[src/hw/rtl/vat_pkg.sv]
package vat_pkg;

   // Default geometry of the screen and of the CSI argument list.
   localparam int COLUMNS_DEF  = 40;
   localparam int ROWS_DEF     = 17;
   localparam int MAX_ARGS_DEF = 3;

   // Fixed field widths of the word on either channel.
   localparam int BYTE_W = 8;
   localparam int COL_W  = 6;
   localparam int ROW_W  = 5;

   // Request kinds carried in tuser.
   localparam logic CMD_BYTE = 1'b0;
   localparam logic CMD_READ = 1'b1;

   // Character codes.
   localparam logic [7:0] CH_SPACE    = 8'h20;
   localparam logic [7:0] CH_ULINE    = "_";
   localparam logic [7:0] CH_ESC      = 8'h1b;
   localparam logic [7:0] CH_CR       = 8'h0d;
   localparam logic [7:0] CH_LF       = 8'h0a;
   localparam logic [7:0] CH_CSI8     = 8'h9b;
   localparam logic [7:0] CH_LBRACK   = "[";
   localparam logic [7:0] CH_TILDE    = 8'h7e;
   localparam logic [7:0] CH_FINAL_LO = 8'h40;
   localparam logic [7:0] CH_UTF_LO   = 8'd194;
   localparam logic [7:0] CH_UTF_HI   = 8'd197;
   localparam logic [7:0] CH_UTF_E2   = 8'd226;
   localparam logic [7:0] CH_Y_BIAS   = 8'd32;
   localparam logic [7:0] CH_0        = "0";
   localparam logic [7:0] CH_9        = "9";
   localparam logic [7:0] CH_COMMA    = ",";
   localparam logic [7:0] CH_SEMI     = ";";
   localparam logic [7:0] CH_COLON    = ":";
   localparam logic [7:0] CH_A        = "A";
   localparam logic [7:0] CH_B        = "B";
   localparam logic [7:0] CH_C        = "C";
   localparam logic [7:0] CH_D        = "D";
   localparam logic [7:0] CH_E        = "E";
   localparam logic [7:0] CH_F        = "F";
   localparam logic [7:0] CH_G        = "G";
   localparam logic [7:0] CH_H        = "H";
   localparam logic [7:0] CH_I        = "I";
   localparam logic [7:0] CH_J        = "J";
   localparam logic [7:0] CH_K        = "K";
   localparam logic [7:0] CH_S        = "S";
   localparam logic [7:0] CH_T        = "T";
   localparam logic [7:0] CH_Y        = "Y";
   localparam logic [7:0] CH_LOW_F    = "f";
   localparam logic [7:0] ARG_DELETE  = 8'd3;

   typedef enum logic [3:0] {
      ST_CLEAR_LOAD,
      ST_IDLE,
      ST_EXEC,
      ST_STEP,
      ST_MOVE_RD,
      ST_MOVE_WR,
      ST_FILL,
      ST_DONE
   } state_type;

   typedef enum logic [2:0] {
      PH_IDLE,
      PH_ESC,
      PH_CSI,
      PH_YROW,
      PH_YCOL
   } phase_type;

   typedef enum logic [3:0] {
      CUR_NONE,
      CUR_UP,
      CUR_LF_KEEP,
      CUR_LF,
      CUR_RIGHT,
      CUR_LEFT,
      CUR_COL0,
      CUR_SET,
      CUR_SETCOL
   } cur_op_type;

   typedef enum logic [3:0] {
      RG_SCRUP_MOVE,
      RG_SCRUP_FILL,
      RG_SCRDN_MOVE,
      RG_SCRDN_FILL,
      RG_CUR_END,
      RG_START_CUR,
      RG_ALL,
      RG_CUR_EOL,
      RG_SOL_CUR,
      RG_LINE,
      RG_DEL_MOVE,
      RG_DEL_FILL,
      RG_PRINT
   } region_type;

   typedef enum logic [2:0] {
      K_UP,
      K_DOWN,
      K_RIGHT,
      K_LEFT,
      K_NL,
      K_SCRUP,
      K_SCRDN,
      K_REV
   } step_kind_type;

   typedef enum logic [1:0] {
      AFT_STEP,
      AFT_DONE,
      AFT_IDLE
   } after_type;

   typedef struct packed {
      cur_op_type       cur_op;
      logic [7:0]       set_row;
      logic [7:0]       set_col;
      logic             mem_load;
      region_type       region;
      logic [7:0]       fill_char;
      logic             move_step;
      logic             fill_step;
      logic             rd_issue;
      logic             cell_read;
      logic [COL_W-1:0] rd_col;
      logic [ROW_W-1:0] rd_row;
      logic             rsp_load;
      logic             rsp_read;
      logic             touched;
   } dp_cmd_type;

   typedef struct packed {
      logic at_top;
      logic at_bottom;
      logic at_right;
      logic cnt_zero;
   } dp_stat_type;

endpackage

[src/hw/rtl/vat_ctrl.sv]
module vat_ctrl
   import vat_pkg::*;
#(
   parameter int COLUMNS  = COLUMNS_DEF,
   parameter int ROWS     = ROWS_DEF,
   parameter int MAX_ARGS = MAX_ARGS_DEF
) (
   input  logic             clock,
   input  logic             reset,
   input  logic             req_tvalid,
   output logic             req_tready,
   input  logic             req_command,
   input  logic [7:0]       req_data_byte,
   input  logic [COL_W-1:0] req_read_col,
   input  logic [ROW_W-1:0] req_read_row,
   output logic             rsp_tvalid,
   input  logic             rsp_tready,
   output dp_cmd_type       cmd,
   input  dp_stat_type      stat
);

   localparam int AIW  = (MAX_ARGS > 1) ? $clog2(MAX_ARGS) : 1;
   localparam int BIDX = (MAX_ARGS > 1) ? 1 : 0;

   state_type     state_ff, state_in;
   phase_type     phase_ff, phase_in;
   logic [7:0]    pending_ff, pending_in;
   logic [7:0]    args_ff [MAX_ARGS];
   logic [AIW-1:0] idx_ff, idx_in;
   logic          ovf_ff, ovf_in;
   logic [7:0]    rep_ff, rep_in;
   step_kind_type kind_ff, kind_in;
   after_type     after_ff, after_in;
   region_type    fillrg_ff, fillrg_in;
   logic          is_read_ff, byte_we;
   logic [7:0]    byte_ff;
   logic [COL_W-1:0] rcol_ff;
   logic [ROW_W-1:0] rrow_ff;
   logic          touched_ff, touched_in;
   logic          rsp_valid_ff, rsp_valid_in;

   // Decoded plan for the captured word.
   cur_op_type    pl_cur_op;
   logic [7:0]    pl_set_row, pl_set_col, pl_fill_char, pl_rep, pl_digit_val;
   logic          pl_load, pl_args_clr, pl_digit_we, pl_idx_inc, pl_ovf_set, pl_pending_we;
   region_type    pl_region, pl_fillrg;
   state_type     pl_next;
   step_kind_type pl_kind;
   after_type     pl_after;
   phase_type     pl_phase;

   // Plan for one repetition of a cursor step.
   cur_op_type    sp_cur_op;
   logic          sp_load;
   region_type    sp_region, sp_fillrg;

   logic [7:0]  c, arg_a, arg_b, n_val, n_m1, b_m1, arg_cur;
   logic [11:0] digit_sum;
   logic        rsp_free;

   function automatic logic [7:0] sat_row(input logic [7:0] v);
      return (v > 8'(ROWS - 1)) ? 8'(ROWS - 1) : v;
   endfunction

   function automatic logic [7:0] sat_col(input logic [7:0] v);
      return (v > 8'(COLUMNS - 1)) ? 8'(COLUMNS - 1) : v;
   endfunction

   function automatic logic [7:0] y_off(input logic [7:0] v);
      return (v < CH_Y_BIAS) ? 8'd0 : v - CH_Y_BIAS;
   endfunction

   assign c         = byte_ff;
   assign arg_a     = args_ff[0];
   assign arg_b     = (MAX_ARGS > 1) ? args_ff[BIDX] : 8'd0;
   assign n_val     = (arg_a == 8'd0) ? 8'd1 : arg_a;
   assign n_m1      = (arg_a == 8'd0) ? 8'd0 : arg_a - 8'd1;
   assign b_m1      = (arg_b == 8'd0) ? 8'd0 : arg_b - 8'd1;
   assign arg_cur   = args_ff[idx_ff];
   assign digit_sum = 12'(arg_cur) * 12'd10 + 12'(c - CH_0);
   assign rsp_free  = !rsp_valid_ff || rsp_tready;

   always_comb begin
      pl_cur_op     = CUR_NONE;
      pl_set_row    = '0;
      pl_set_col    = '0;
      pl_fill_char  = CH_SPACE;
      pl_rep        = 8'd1;
      pl_load       = 1'b0;
      pl_region     = RG_ALL;
      pl_fillrg     = RG_ALL;
      pl_next       = ST_DONE;
      pl_kind       = K_UP;
      pl_after      = AFT_DONE;
      pl_phase      = phase_ff;
      pl_args_clr   = 1'b0;
      pl_digit_we   = 1'b0;
      pl_digit_val  = (digit_sum > 12'd255) ? 8'd255 : digit_sum[7:0];
      pl_idx_inc    = 1'b0;
      pl_ovf_set    = 1'b0;
      pl_pending_we = 1'b0;
      if (is_read_ff == CMD_BYTE) begin
         unique case (phase_ff)
            PH_ESC: begin
               pl_phase = PH_IDLE;
               unique case (c)
                  CH_A: pl_next = ST_STEP;
                  CH_B: begin pl_kind = K_DOWN;  pl_next = ST_STEP; end
                  CH_C: begin pl_kind = K_RIGHT; pl_next = ST_STEP; end
                  CH_D: begin pl_kind = K_LEFT;  pl_next = ST_STEP; end
                  CH_E: begin pl_kind = K_NL;    pl_next = ST_STEP; end
                  CH_H: pl_cur_op = CUR_SET;
                  CH_I: begin pl_kind = K_REV;   pl_next = ST_STEP; end
                  CH_J: begin
                     pl_load = 1'b1; pl_region = RG_CUR_END; pl_next = ST_FILL;
                  end
                  CH_K: begin
                     pl_load = 1'b1; pl_region = RG_CUR_EOL; pl_next = ST_FILL;
                  end
                  CH_Y: pl_phase = PH_YROW;
                  CH_LBRACK, CH_CSI8: begin
                     pl_args_clr = 1'b1;
                     pl_phase    = PH_CSI;
                  end
                  default: pl_next = ST_DONE;
               endcase
            end
            PH_YROW: begin
               pl_pending_we = 1'b1;
               pl_phase      = PH_YCOL;
            end
            PH_YCOL: begin
               pl_cur_op  = CUR_SET;
               pl_set_row = sat_row(y_off(pending_ff));
               pl_set_col = sat_col(y_off(c));
               pl_phase   = PH_IDLE;
            end
            PH_CSI: begin
               priority if (c < CH_SPACE || c > CH_TILDE) begin
                  pl_phase = PH_IDLE;
               end else if (c >= CH_0 && c <= CH_9) begin
                  pl_digit_we = 1'b1;
               end else if (c == CH_COMMA || c == CH_SEMI || c == CH_COLON) begin
                  if (int'(idx_ff) + 1 < MAX_ARGS) pl_idx_inc = 1'b1;
                  else pl_ovf_set = 1'b1;
               end else if (c > CH_FINAL_LO) begin
                  pl_phase = PH_IDLE;
                  if (!ovf_ff) begin
                     pl_rep = n_val;
                     unique case (c)
                        CH_A: pl_next = ST_STEP;
                        CH_B: begin pl_kind = K_DOWN;  pl_next = ST_STEP; end
                        CH_C: begin pl_kind = K_RIGHT; pl_next = ST_STEP; end
                        CH_D: begin pl_kind = K_LEFT;  pl_next = ST_STEP; end
                        CH_E: begin pl_kind = K_NL;    pl_next = ST_STEP; end
                        CH_F: begin pl_cur_op = CUR_COL0; pl_next = ST_STEP; end
                        CH_G: begin
                           pl_cur_op  = CUR_SETCOL;
                           pl_set_col = sat_col(n_m1);
                        end
                        CH_H, CH_LOW_F: begin
                           pl_cur_op  = CUR_SET;
                           pl_set_row = sat_row(n_m1);
                           pl_set_col = sat_col(b_m1);
                        end
                        CH_J: begin
                           pl_load = 1'b1;
                           pl_next = ST_FILL;
                           if (arg_a == 8'd0) begin
                              pl_region = RG_CUR_END;
                           end else if (arg_a == 8'd1) begin
                              pl_region = RG_START_CUR;
                           end else begin
                              pl_region = RG_ALL;
                              pl_cur_op = CUR_SET;
                           end
                        end
                        CH_K: begin
                           pl_load = 1'b1;
                           pl_next = ST_FILL;
                           if (arg_a == 8'd0) pl_region = RG_CUR_EOL;
                           else if (arg_a == 8'd1) pl_region = RG_SOL_CUR;
                           else pl_region = RG_LINE;
                        end
                        CH_S: begin pl_kind = K_SCRUP; pl_next = ST_STEP; end
                        CH_T: begin pl_kind = K_SCRDN; pl_next = ST_STEP; end
                        CH_TILDE: begin
                           if (arg_a == ARG_DELETE) begin
                              pl_load   = 1'b1;
                              pl_region = RG_DEL_MOVE;
                              pl_fillrg = RG_DEL_FILL;
                              pl_next   = ST_MOVE_RD;
                           end
                        end
                        default: pl_next = ST_DONE;
                     endcase
                  end
               end else begin
                  pl_next = ST_DONE;
               end
            end
            default: begin
               pl_phase = PH_IDLE;
               priority if ((c >= CH_UTF_LO && c <= CH_UTF_HI) || c == CH_UTF_E2) begin
                  pl_next = ST_DONE;
               end else if (c == CH_ESC) begin
                  pl_phase = PH_ESC;
               end else if (c == CH_CR) begin
                  pl_cur_op = CUR_COL0;
               end else if (c == CH_LF) begin
                  pl_kind = K_NL;
                  pl_next = ST_STEP;
               end else begin
                  // Any other byte: write the cell (an underscore for a control byte), then advance as a right move.
                  pl_load      = 1'b1;
                  pl_region    = RG_PRINT;
                  pl_fill_char = (c < CH_SPACE) ? CH_ULINE : c;
                  pl_kind      = K_RIGHT;
                  pl_after     = AFT_STEP;
                  pl_next      = ST_FILL;
               end
            end
         endcase
      end
   end

   always_comb begin
      sp_cur_op = CUR_NONE;
      sp_load   = 1'b0;
      sp_region = RG_SCRUP_MOVE;
      sp_fillrg = RG_SCRUP_FILL;
      unique case (kind_ff)
         K_UP:   sp_cur_op = CUR_UP;
         K_DOWN: begin
            sp_cur_op = CUR_LF_KEEP;
            sp_load   = stat.at_bottom;
         end
         K_NL: begin
            sp_cur_op = CUR_LF;
            sp_load   = stat.at_bottom;
         end
         K_RIGHT: begin
            if (stat.at_right) begin
               sp_cur_op = CUR_LF;
               sp_load   = stat.at_bottom;
            end else begin
               sp_cur_op = CUR_RIGHT;
            end
         end
         K_LEFT:  sp_cur_op = CUR_LEFT;
         K_SCRUP: sp_load = 1'b1;
         K_SCRDN: begin
            sp_load   = 1'b1;
            sp_region = RG_SCRDN_MOVE;
            sp_fillrg = RG_SCRDN_FILL;
         end
         K_REV: begin
            if (stat.at_top) begin
               sp_load   = 1'b1;
               sp_region = RG_SCRDN_MOVE;
               sp_fillrg = RG_SCRDN_FILL;
            end else begin
               sp_cur_op = CUR_UP;
            end
         end
         default: sp_cur_op = CUR_NONE;
      endcase
   end

   // Next state.
   always_comb begin
      state_in = state_ff;
      unique case (state_ff)
         ST_CLEAR_LOAD: state_in = ST_FILL;
         ST_IDLE:       if (req_tvalid) state_in = ST_EXEC;
         ST_EXEC:       state_in = pl_next;
         ST_STEP: begin
            if (rep_ff == 8'd0) state_in = ST_DONE;
            else if (sp_load) state_in = ST_MOVE_RD;
         end
         ST_MOVE_RD:    state_in = stat.cnt_zero ? ST_FILL : ST_MOVE_WR;
         ST_MOVE_WR:    state_in = ST_MOVE_RD;
         ST_FILL: begin
            if (stat.cnt_zero) begin
               unique case (after_ff)
                  AFT_STEP: state_in = ST_STEP;
                  AFT_IDLE: state_in = ST_IDLE;
                  default:  state_in = ST_DONE;
               endcase
            end
         end
         ST_DONE:       if (rsp_free) state_in = ST_IDLE;
         default:       state_in = ST_IDLE;
      endcase
   end

   // Outputs and register updates.
   always_comb begin
      cmd           = '0;
      cmd.cur_op    = CUR_NONE;
      cmd.region    = RG_ALL;
      cmd.fill_char = pl_fill_char;
      cmd.set_row   = pl_set_row;
      cmd.set_col   = pl_set_col;
      cmd.rd_col    = rcol_ff;
      cmd.rd_row    = rrow_ff;
      cmd.rsp_read  = is_read_ff;
      cmd.touched   = touched_ff;
      phase_in      = phase_ff;
      pending_in    = pending_ff;
      idx_in        = idx_ff;
      ovf_in        = ovf_ff;
      rep_in        = rep_ff;
      kind_in       = kind_ff;
      after_in      = after_ff;
      fillrg_in     = fillrg_ff;
      touched_in    = touched_ff;
      byte_we       = 1'b0;
      rsp_valid_in  = rsp_valid_ff && !rsp_tready;
      unique case (state_ff)
         ST_CLEAR_LOAD: begin
            cmd.mem_load = 1'b1;
            cmd.region   = RG_ALL;
            after_in     = AFT_IDLE;
         end
         ST_IDLE: begin
            if (req_tvalid) begin
               byte_we    = 1'b1;
               touched_in = 1'b0;
            end
         end
         ST_EXEC: begin
            cmd.cur_op    = pl_cur_op;
            cmd.mem_load  = pl_load;
            cmd.region    = pl_region;
            cmd.cell_read = (is_read_ff == CMD_READ);
            phase_in      = pl_phase;
            if (pl_pending_we) pending_in = c;
            if (pl_args_clr) begin
               idx_in = '0;
               ovf_in = 1'b0;
            end
            if (pl_idx_inc) idx_in = idx_ff + AIW'(1);
            if (pl_ovf_set) ovf_in = 1'b1;
            rep_in     = pl_rep;
            kind_in    = pl_kind;
            after_in   = pl_after;
            fillrg_in  = pl_fillrg;
            touched_in = touched_ff | pl_load;
         end
         ST_STEP: begin
            if (rep_ff != 8'd0) begin
               rep_in     = rep_ff - 8'd1;
               cmd.cur_op = sp_cur_op;
               if (sp_load) begin
                  cmd.mem_load = 1'b1;
                  cmd.region   = sp_region;
                  fillrg_in    = sp_fillrg;
                  after_in     = AFT_STEP;
                  touched_in   = 1'b1;
               end
            end
         end
         ST_MOVE_RD: begin
            if (stat.cnt_zero) begin
               cmd.mem_load = 1'b1;
               cmd.region   = fillrg_ff;
            end else begin
               cmd.rd_issue = 1'b1;
            end
         end
         ST_MOVE_WR: cmd.move_step = 1'b1;
         ST_FILL:    cmd.fill_step = !stat.cnt_zero;
         ST_DONE: begin
            if (rsp_free) begin
               cmd.rsp_load = 1'b1;
               rsp_valid_in = 1'b1;
            end
         end
         default: cmd.cur_op = CUR_NONE;
      endcase
   end

   always_ff @(posedge clock) begin
      if (reset) begin
         state_ff     <= ST_CLEAR_LOAD;
         phase_ff     <= PH_IDLE;
         pending_ff   <= '0;
         idx_ff       <= '0;
         ovf_ff       <= 1'b0;
         touched_ff   <= 1'b0;
         rsp_valid_ff <= 1'b0;
         for (int i = 0; i < MAX_ARGS; i++) args_ff[i] <= '0;
      end else begin
         state_ff     <= state_in;
         phase_ff     <= phase_in;
         pending_ff   <= pending_in;
         idx_ff       <= idx_in;
         ovf_ff       <= ovf_in;
         touched_ff   <= touched_in;
         rsp_valid_ff <= rsp_valid_in;
         if (state_ff == ST_EXEC && pl_args_clr) begin
            for (int i = 0; i < MAX_ARGS; i++) args_ff[i] <= '0;
         end else if (state_ff == ST_EXEC && pl_digit_we) begin
            args_ff[idx_ff] <= pl_digit_val;
         end
      end
   end

   always_ff @(posedge clock) begin
      rep_ff    <= rep_in;
      kind_ff   <= kind_in;
      after_ff  <= after_in;
      fillrg_ff <= fillrg_in;
      if (byte_we) begin
         is_read_ff <= req_command;
         byte_ff    <= req_data_byte;
         rcol_ff    <= req_read_col;
         rrow_ff    <= req_read_row;
      end
   end

   assign req_tready = (state_ff == ST_IDLE);
   assign rsp_tvalid = rsp_valid_ff;

endmodule

[config.mk]
export PLATFORM = sky130hd
export DESIGN_NAME = vat_ctrl
export DESIGN_NICKNAME = d
export VERILOG_FILES = /design/src/hw/rtl/vat_pkg.sv /design/src/hw/rtl/vat_ctrl.sv
export SDC_FILE = /design/constraint.sdc
export NUM_CORES = 1
export LEC_CHECK = 0
export BUFFER_PORTS_ARGS = -buffer_cell sky130_fd_sc_hd__buf_2
export CORE_ASPECT_RATIO = 1.4
export CORE_UTILIZATION = 25
export CTS_CLUSTER_DIAMETER = 200
export DETAILED_ROUTE_END_ITERATION = 6
export GPL_ROUTABILITY_DRIVEN = 0
export HOLD_SLACK_MARGIN = 0.12
export PLACE_DENSITY = 0.48
export SETUP_SLACK_MARGIN = 0.2
export SLEW_MARGIN = 20
export SYNTH_ARGS = -nofsm -noshare
export SYNTH_HDL_FRONTEND = slang
export SYNTH_SLANG_ARGS = --single-unit
[constraint.sdc]
create_clock -name clock -period 3.9 [get_ports clock]
set_input_delay 0 -clock clock [delete_from_list [all_inputs] [get_ports clock]]
set_output_delay 0 -clock clock [all_outputs]
set_load 0.01 [all_outputs]
==> impl_metrics.json, run 1 <==
{
  "outcome": "complete, but fails checks",
  "violations": "negative setup slack",
  "ys.warnings.count": 0,
  "rows": 72,
  "hold-path-cell-count": 5,
  "detail_route.first_pass.iterations": 5,
  "grt_setup_unrepaired": "true",
  "buffer_type_at_the_clock_tree_root": "clkbuf_16",
  "power.ir.vdd_worst_v": 0.000161,
  "max_slew_margin": 0.453,
  "synthesis.area_mm2": 0.00699,
  "sequential_area_share_after_synthesis": 0.356,
  "area_growth_syn_to_layout_pct": 28.7,
  "ant_nets": 0,
  "dr_total_vias": 6403,
  "critical_path_at_ps": 4190,
  "fraction_of_the_mapped_netlist_area_in_compound_gates": 0.200,
  "num_antenna_cells": 0,
  "timing.clock.skew_ps": 11.4,
  "post_synthesis_average_cell_area_um2": 9.15,
  "worst_path_max_delay_cell": "mux4_2",
  "finalSetupViolCount": 32,
  "report.final.slew_viol_count": 0,
  "synth_fa_ha_area_frac": 0.0809,
  "synth-xor-area-share": 0.0460,
  "period_minus_slack_ps": 4090,
  "die_height_um": 200,
  "timing.final.ws_setup_ps": -189,
  "yosysUniqueCellTypes": 90,
  "path_cells": "buf_6 -> mux4_2 -> ha_4 -> ha_4 -> fa_2 -> buf_4 -> xor2_1 -> ha_1 -> and3_1 -> a221oi_2 -> a22o_1 -> o21ai_4 -> buf_6 -> nor4_4 -> a21oi_1",
  "tritoncts": "done",
  "cts_num_sinks": 90,
  "timing.max_cap.violations": 0,
  "postSynth.topFlopCell": "edfxtp_1",
  "worstSetupStartpointType": "flop",
  "grt_first_pass_wirelength_mm": 35.1,
  "worst_r2r_endpoint": "args_ff[0][0]",
  "cts.path.max_buffers": 2,
  "cts.htree.levels": 3,
  "finalNetCount": 975,
  "number_of_standard_cells_in_the_layout_taps_in_and_fillers_out": 1278,
  "final_cell_mix": "75 x buf_2, 74 x a21oi_1, 73 x nor2_1, 72 x buf_4, 69 x edfxtp_1",
  "design.portCount": 81,
  "max_clock_freq_ghz": 0.245,
  "cts_inserted_buffers": 9,
  "detailed_place_hpwl_mm": 17.9,
  "post_route_wl_mm": 23.1,
  "power_density_mw_per_mm2": 376,
  "synth-async-reset-ratio": 0,
  "largest_family_of_logic_cells_by_synthesized_area": "simple AND/OR/NAND/NOR gates",
  "clkLatencyLatePin_ps": 370,
  "number_of_i_o_port_buffers": 75,
  "layout_worst_path_cycle_share": 1.05,
  "hold_path_startpoint": "req_tvalid",
  "initial_utilization": 0.254,
  "reg2reg_depth": 15,
  "muxShareOfSynthArea": 0.0431,
  "timing.setup.critical_path_class": "flop to flop",
  "fin_hold_ws_ps": 134,
  "1st_iter_drt_viols": 397,
  "design.core.area_mm2": 0.0276,
  "timing_worst_slew_pin_value_ps": 818,
  "via_density_per_instance": 5.01,
  "reg2reg_slack_ps": -190,
  "yosys_register_bits": 90,
  "post_dr_wirelength_cell_um": 18.0,
  "drive_above_1_share": 0.254,
  "worst_path_largest_cell_delay_ps": 550,
  "whs_endpoint": "touched_ff",
  "synth_edf_count": 69,
  "min-delay-path-class": "input pin to flop",
  "grt_start_max_net_pins": 33,
  "worstSetupEndpointType": "flop",
  "placed_instance_count": 1229,
  "die_area_mm2": 0.0286,
  "leakage_uw": 0.00341,
  "crit_path_max_fanout": 7,
  "synth_simple_gate_area_share": 0.219,
  "chipWidth_um": 143,
  "post-route-drc-count": 0,
  "fillCellCount": 2922,
  "grt-ovfl-total": 0,
  "grt_usage": 0.164,
  "synthCells": 764,
  "clk_pin_slew_worst_paths_ps": 80,
  "worst-endpoint-required_ps": 4000,
  "grt_pass1_vias": 6280,
  "finalHoldViolCount": 0,
  "layout.cells.most_common": "buf_2",
  "antenna_found_initial": 0
}
==> through the flow <==
step / setup slack [ps] / utilization / area, um^2 / power (uW) / TNS, ps
5_1_grt: -327 / 0.327 / 9000 / 3550 / -8500
6_report: -189 / 0.327 / 9000 / 3380 / -3690
4_1_cts: -150 / 0.322 / 8880 / 3350 / -4130
3_3_place_gp: -171 / 0.301 / 8300 / 2380 / -3920
2_1_floorplan: 20.7 / - / 7220 / 1990 / 0
3_5_place_dp: -184 / 0.301 / 8300 / 2380 / -5250
==> per-layer routing <==
metal,share of wire,track usage
met5,0,0
met2,0.53,0.303
met4,0.040,0.0890
met3,0.033,0.0198
met1,0.40,0.181
==> synth_stat cells (all sizes together), types with 3 or more instances <==
master / count / share of area
nor2: 76 / 0.042
a21oi: 75 / 0.054
edfxtp: 69 / 0.30
nand2: 46 / 0.026
ha: 42 / 0.075
o21ai: 38 / 0.027
nor3: 35 / 0.029
buf: 32 / 0.030
inv: 28 / 0.015
xnor2: 23 / 0.030
dfxtp: 21 / 0.060
nand2b: 20 / 0.018
nand3: 19 / 0.014
nor4: 19 / 0.018
clkbuf: 18 / 0.0098
a22o: 13 / 0.016
xor2: 12 / 0.016
mux2i: 11 / 0.016
o21a: 10 / 0.011
or4: 10 / 0.011
nor2b: 9 / 0.0081
and3: 8 / 0.0072
mux4: 8 / 0.026
o211ai: 8 / 0.0086
nor3b: 7 / 0.0075
or2: 7 / 0.0063
o22ai: 6 / 0.0054
a21o: 5 / 0.0054
and2: 5 / 0.0045
o31ai: 5 / 0.0054
o32ai: 5 / 0.0063
or3: 5 / 0.0045
a211oi: 4 / 0.0043
a221oi: 4 / 0.0059
a22oi: 4 / 0.0043
a31oi: 4 / 0.0036
o21bai: 4 / 0.0043
a211o: 3 / 0.0038
nor4b: 3 / 0.0059
or3b: 3 / 0.0038
==> flip-flops by register name, indices dropped and copies added, names as in the netlist, named ones only <==
signal      count
rsp_tvalid      1
kind_ff         3
after_ff        2
args_ff        32
byte_ff         8
state_ff        3
idx_ff          2
fillrg_ff       4
is_read_ff      1
rcol_ff         6
touched_ff      1
ovf_ff          1
phase_ff        3
rrow_ff         5
rep_ff          8
pending_ff      8
==> how the worst max path moves through the flow <==
stage                              from             to  cells after the start
after global placement             flop  args_ff[0][1]                     15
after floorplan           args_ff[0][3]  args_ff[0][3]                     16
final                              flop  args_ff[0][0]                     15
after CTS                          flop  args_ff[0][0]                     15
after detailed placement           flop  args_ff[1][6]                     16
after global routing               flop  args_ff[0][0]                     17
==> what timing repair did <==
item / 4_1_cts / 5_1_grt
hold buffers: 22 / 0
resized for setup: 6 / 8
setup buffers: 3 / 8
pin swaps: 14 / 13
gates cloned: 0 / 0
setup endpoints to repair: 32 / 32
hold endpoints to repair: 34 / 0
==> final cells by class <==
cell class	count	area, um^2	share of cell area
timing repair buffer	174	1220	0.135
tap	370	463	0.0514
sequential	90	2490	0.277
inverter	28	105	0.0117
clock buffer	10	239	0.0265
multi-input combinational	600	4400	0.489
clock inverter	6	77.6	0.00862
==> worst max-delay path: cells and delay by family (launching register included) <==
family                     cells  cell delay (ps)
muxes                          1              550
xor gates and xnor gates       1              150
DFF                            1              340
adders and majority gates      4             1050
and+or+nand+nor                2              520
buffers and inverters          3              410
AOI/OAI and AO/OA              4              790
==> where the power goes <==
| group | switching, uW | leakage (uW) | internal, uW |
|---|---|---|---|
| clock | 425 | 0.000154 | 528 |
| sequential | 64.8 | 0.000821 | 1140 |
| combinational | 723 | 0.00243 | 496 |
==> kinds of logic (layout without fill, tap and decap cells) <==
group	count (synthesis)	in the layout
simple gates	283	283
compound gates	213	213
flops	90	90
buf+inv	78	218
fa+ha+maj	44	44
xor+xnor	35	35
mux	20	20
other cells	1	5
Note: power is estimated with default switching activity, not from simulation.
==> inputs of run 2 (changes only) <==
--- a/config.mk
+++ b/config.mk
@@ -12,7 +12,7 @@
 export DETAILED_ROUTE_END_ITERATION = 6
 export GPL_ROUTABILITY_DRIVEN = 0
 export HOLD_SLACK_MARGIN = 0.12
-export PLACE_DENSITY = 0.48
+export PLACE_DENSITY = 0.47
 export SETUP_SLACK_MARGIN = 0.2
 export SLEW_MARGIN = 20
 export SYNTH_ARGS = -nofsm -noshare
==> constraint.sdc (replaced) <==
create_clock -name clock -period 4.1 [get_ports clock]
set_input_delay 0 -clock clock [delete_from_list [all_inputs] [get_ports clock]]
set_output_delay 0 -clock clock [all_outputs]
set_load 0.01 [all_outputs]
==> impl_metrics.json, run 2 (same netlist as run 1, synthesis figures left out) <==
{
  "outcome": "complete, but fails checks",
  "violations": "negative setup slack",
  "power_density_mw_per_mm2": 355,
  "worst-endpoint-required_ps": 4210,
  "worstSetupEndpointType": "flop",
  "grt_first_pass_wirelength_mm": 36.1,
  "buffer_type_at_the_clock_tree_root": "clkbuf_16",
  "final-seq-area_mm2": 0.00249,
  "area_growth_syn_to_layout_pct": 26.9,
  "cts.htree.levels": 3,
  "grt_setup_unrepaired": "true",
  "post_dr_wirelength_cell_um": 18.6,
  "max_slew_margin": 0.452,
  "cts.path.max_buffers": 2,
  "fin_hold_ws_ps": 159,
  "fillCellCount": 2921,
  "period_minus_slack_ps": 4120,
  "timing_worst_slew_pin_value_ps": 822,
  "chipWidth_um": 143,
  "num_antenna_cells": 0,
  "design.portCount": 81,
  "antenna_found_initial": 0,
  "clkLatencyLatePin_ps": 360,
  "dr_total_vias": 6424,
  "detailed_place_hpwl_mm": 18.1,
  "combined_area_of_the_multi_input_logic_cells_mm2": 0.00442,
  "initial_utilization": 0.254,
  "finalSetupViolCount": 2,
  "placed_instance_count": 1214,
  "grt-ovfl-total": 0,
  "cts_inserted_buffers": 9,
  "layout.cells.most_common": "buf_2",
  "timing.clock.skew_ps": 12.7,
  "grt_pass1_vias": 6486,
  "design.core.area_mm2": 0.0276,
  "post_route_wl_mm": 23.4,
  "timing.final.ws_setup_ps": -22.5,
  "detail_route.first_pass.iterations": 4,
  "power.ir.vdd_worst_v": 0.000153,
  "leakage_uw": 0.00332,
  "tritoncts": "done",
  "die_area_mm2": 0.0286,
  "finalNetCount": 956,
  "1st_iter_drt_viols": 343,
  "clk_pin_slew_worst_paths_ps": 70,
  "number_of_i_o_port_buffers": 75,
  "min-delay-path-class": "input pin to flop",
  "rows": 72,
  "max_ffs_per_register": 32,
  "report.final.slew_viol_count": 0,
  "timing.setup.critical_path_class": "flop to flop",
  "reg_with_most_ffs": "args_ff",
  "drive_above_1_share": 0.240,
  "number_of_standard_cells_in_the_layout_taps_in_and_fillers_out": 1259,
  "crit_path_max_fanout": 7,
  "worstSetupStartpointType": "flop",
  "fin_tns_setup_ps": -42.6,
  "grt_start_max_net_pins": 33,
  "grt_usage": 0.168,
  "post-route-drc-count": 0,
  "via_density_per_instance": 5.10,
  "finalHoldViolCount": 0,
  "layout_worst_path_cycle_share": 1.01,
  "ant_nets": 0,
  "reg2reg_slack_ps": -20,
  "cts_num_sinks": 90,
  "max_clock_freq_ghz": 0.243,
  "critical_path_at_ps": 4230,
  "timing.max_cap.violations": 0,
  "final_cell_mix": "75 x buf_2, 73 x nor2_1, 70 x a21oi_1, 69 x edfxtp_1, 51 x buf_4",
  "die_height_um": 200
}
run 2: cell types whose count changed in the layout (fill, tap and decap cells not counted), moves of 2 or more:
cell and delta:
a21oi_1 -4, a21oi_2 +3, buf_4 -21, ha_1 +2, ha_4 -3, inv_8 -2, o21ai_0 -2
run 2: stage by stage:
stage	util	setup WS, ps	instance area [um^2]	total power (uW)
6_report	0.322	-22.5	8870	3150
3_3_place_gp	0.297	35.8	8190	2240
3_5_place_dp	0.297	-57.5	8190	2240
5_1_grt	0.322	-195	8870	3330
4_1_cts	0.319	-28.0	8800	3170
2_1_floorplan	-	220	7220	1900
run 2: metal layers:
layer,GRT usage,wire length (um),vias to the layer above
met5,0,0,-
met4,0.0977,1010,0
met3,0.0205,660,56
met2,0.308,12100,172
met1,0.186,9620,3092
li1,-,-,3104
run 2: where the power goes:
| group | total [uW] | leakage, uW | internal (uW) | switching, uW |
|---|---|---|---|---|
| Clock | 872 | 0.000148 | 478 | 394 |
| Sequential | 1160 | 0.000821 | 1090 | 73.9 |
| Combinational | 1120 | 0.00235 | 437 | 679 |
| Total | 3150 | 0.00332 | 2000 | 1150 |
run 2: final timing paths:
check / to / cells past startpoint / from
worst max-delay path: args_ff[0][1] / 15 / flop
worst max register to register: args_ff[0][1] / 15 / flop
worst min-delay path: touched_ff / 5 / req_tvalid
worst min register to register: touched_ff / 2 / touched_ff
run 2: final cells by class:
| cell class | count | area share |
|---|---|---|
| multi-input cells | 600 | 0.498 |
| repair buffers | 155 | 0.123 |
| inverters | 28 | 0.0118 |
| well taps | 370 | 0.0522 |
| clock inverters | 7 | 0.00832 |
| clock buffers | 9 | 0.0254 |
| flip-flops and latches | 90 | 0.281 |
run 2: timing repair:
item                       4_1_cts  5_1_grt
setup endpoints to repair       32       32
resized for setup                6       17
setup buffers                    4        2
pin swaps                       24       25
hold buffers                    23        0
hold endpoints to repair        33        0
run 2: critical path, cell delays in order, from the launching register on:
cell and delay [ps]:
dfxtp_2 340, buf_6 120, mux4_2 560, ha_4 250
ha_4 160, fa_2 340, buf_4 140, xor2_1 150
ha_1 300, and3_1 210, a221oi_4 300, a22o_1 230
o21ai_4 90, buf_12 160, nor4_4 370, a21oi_1 120
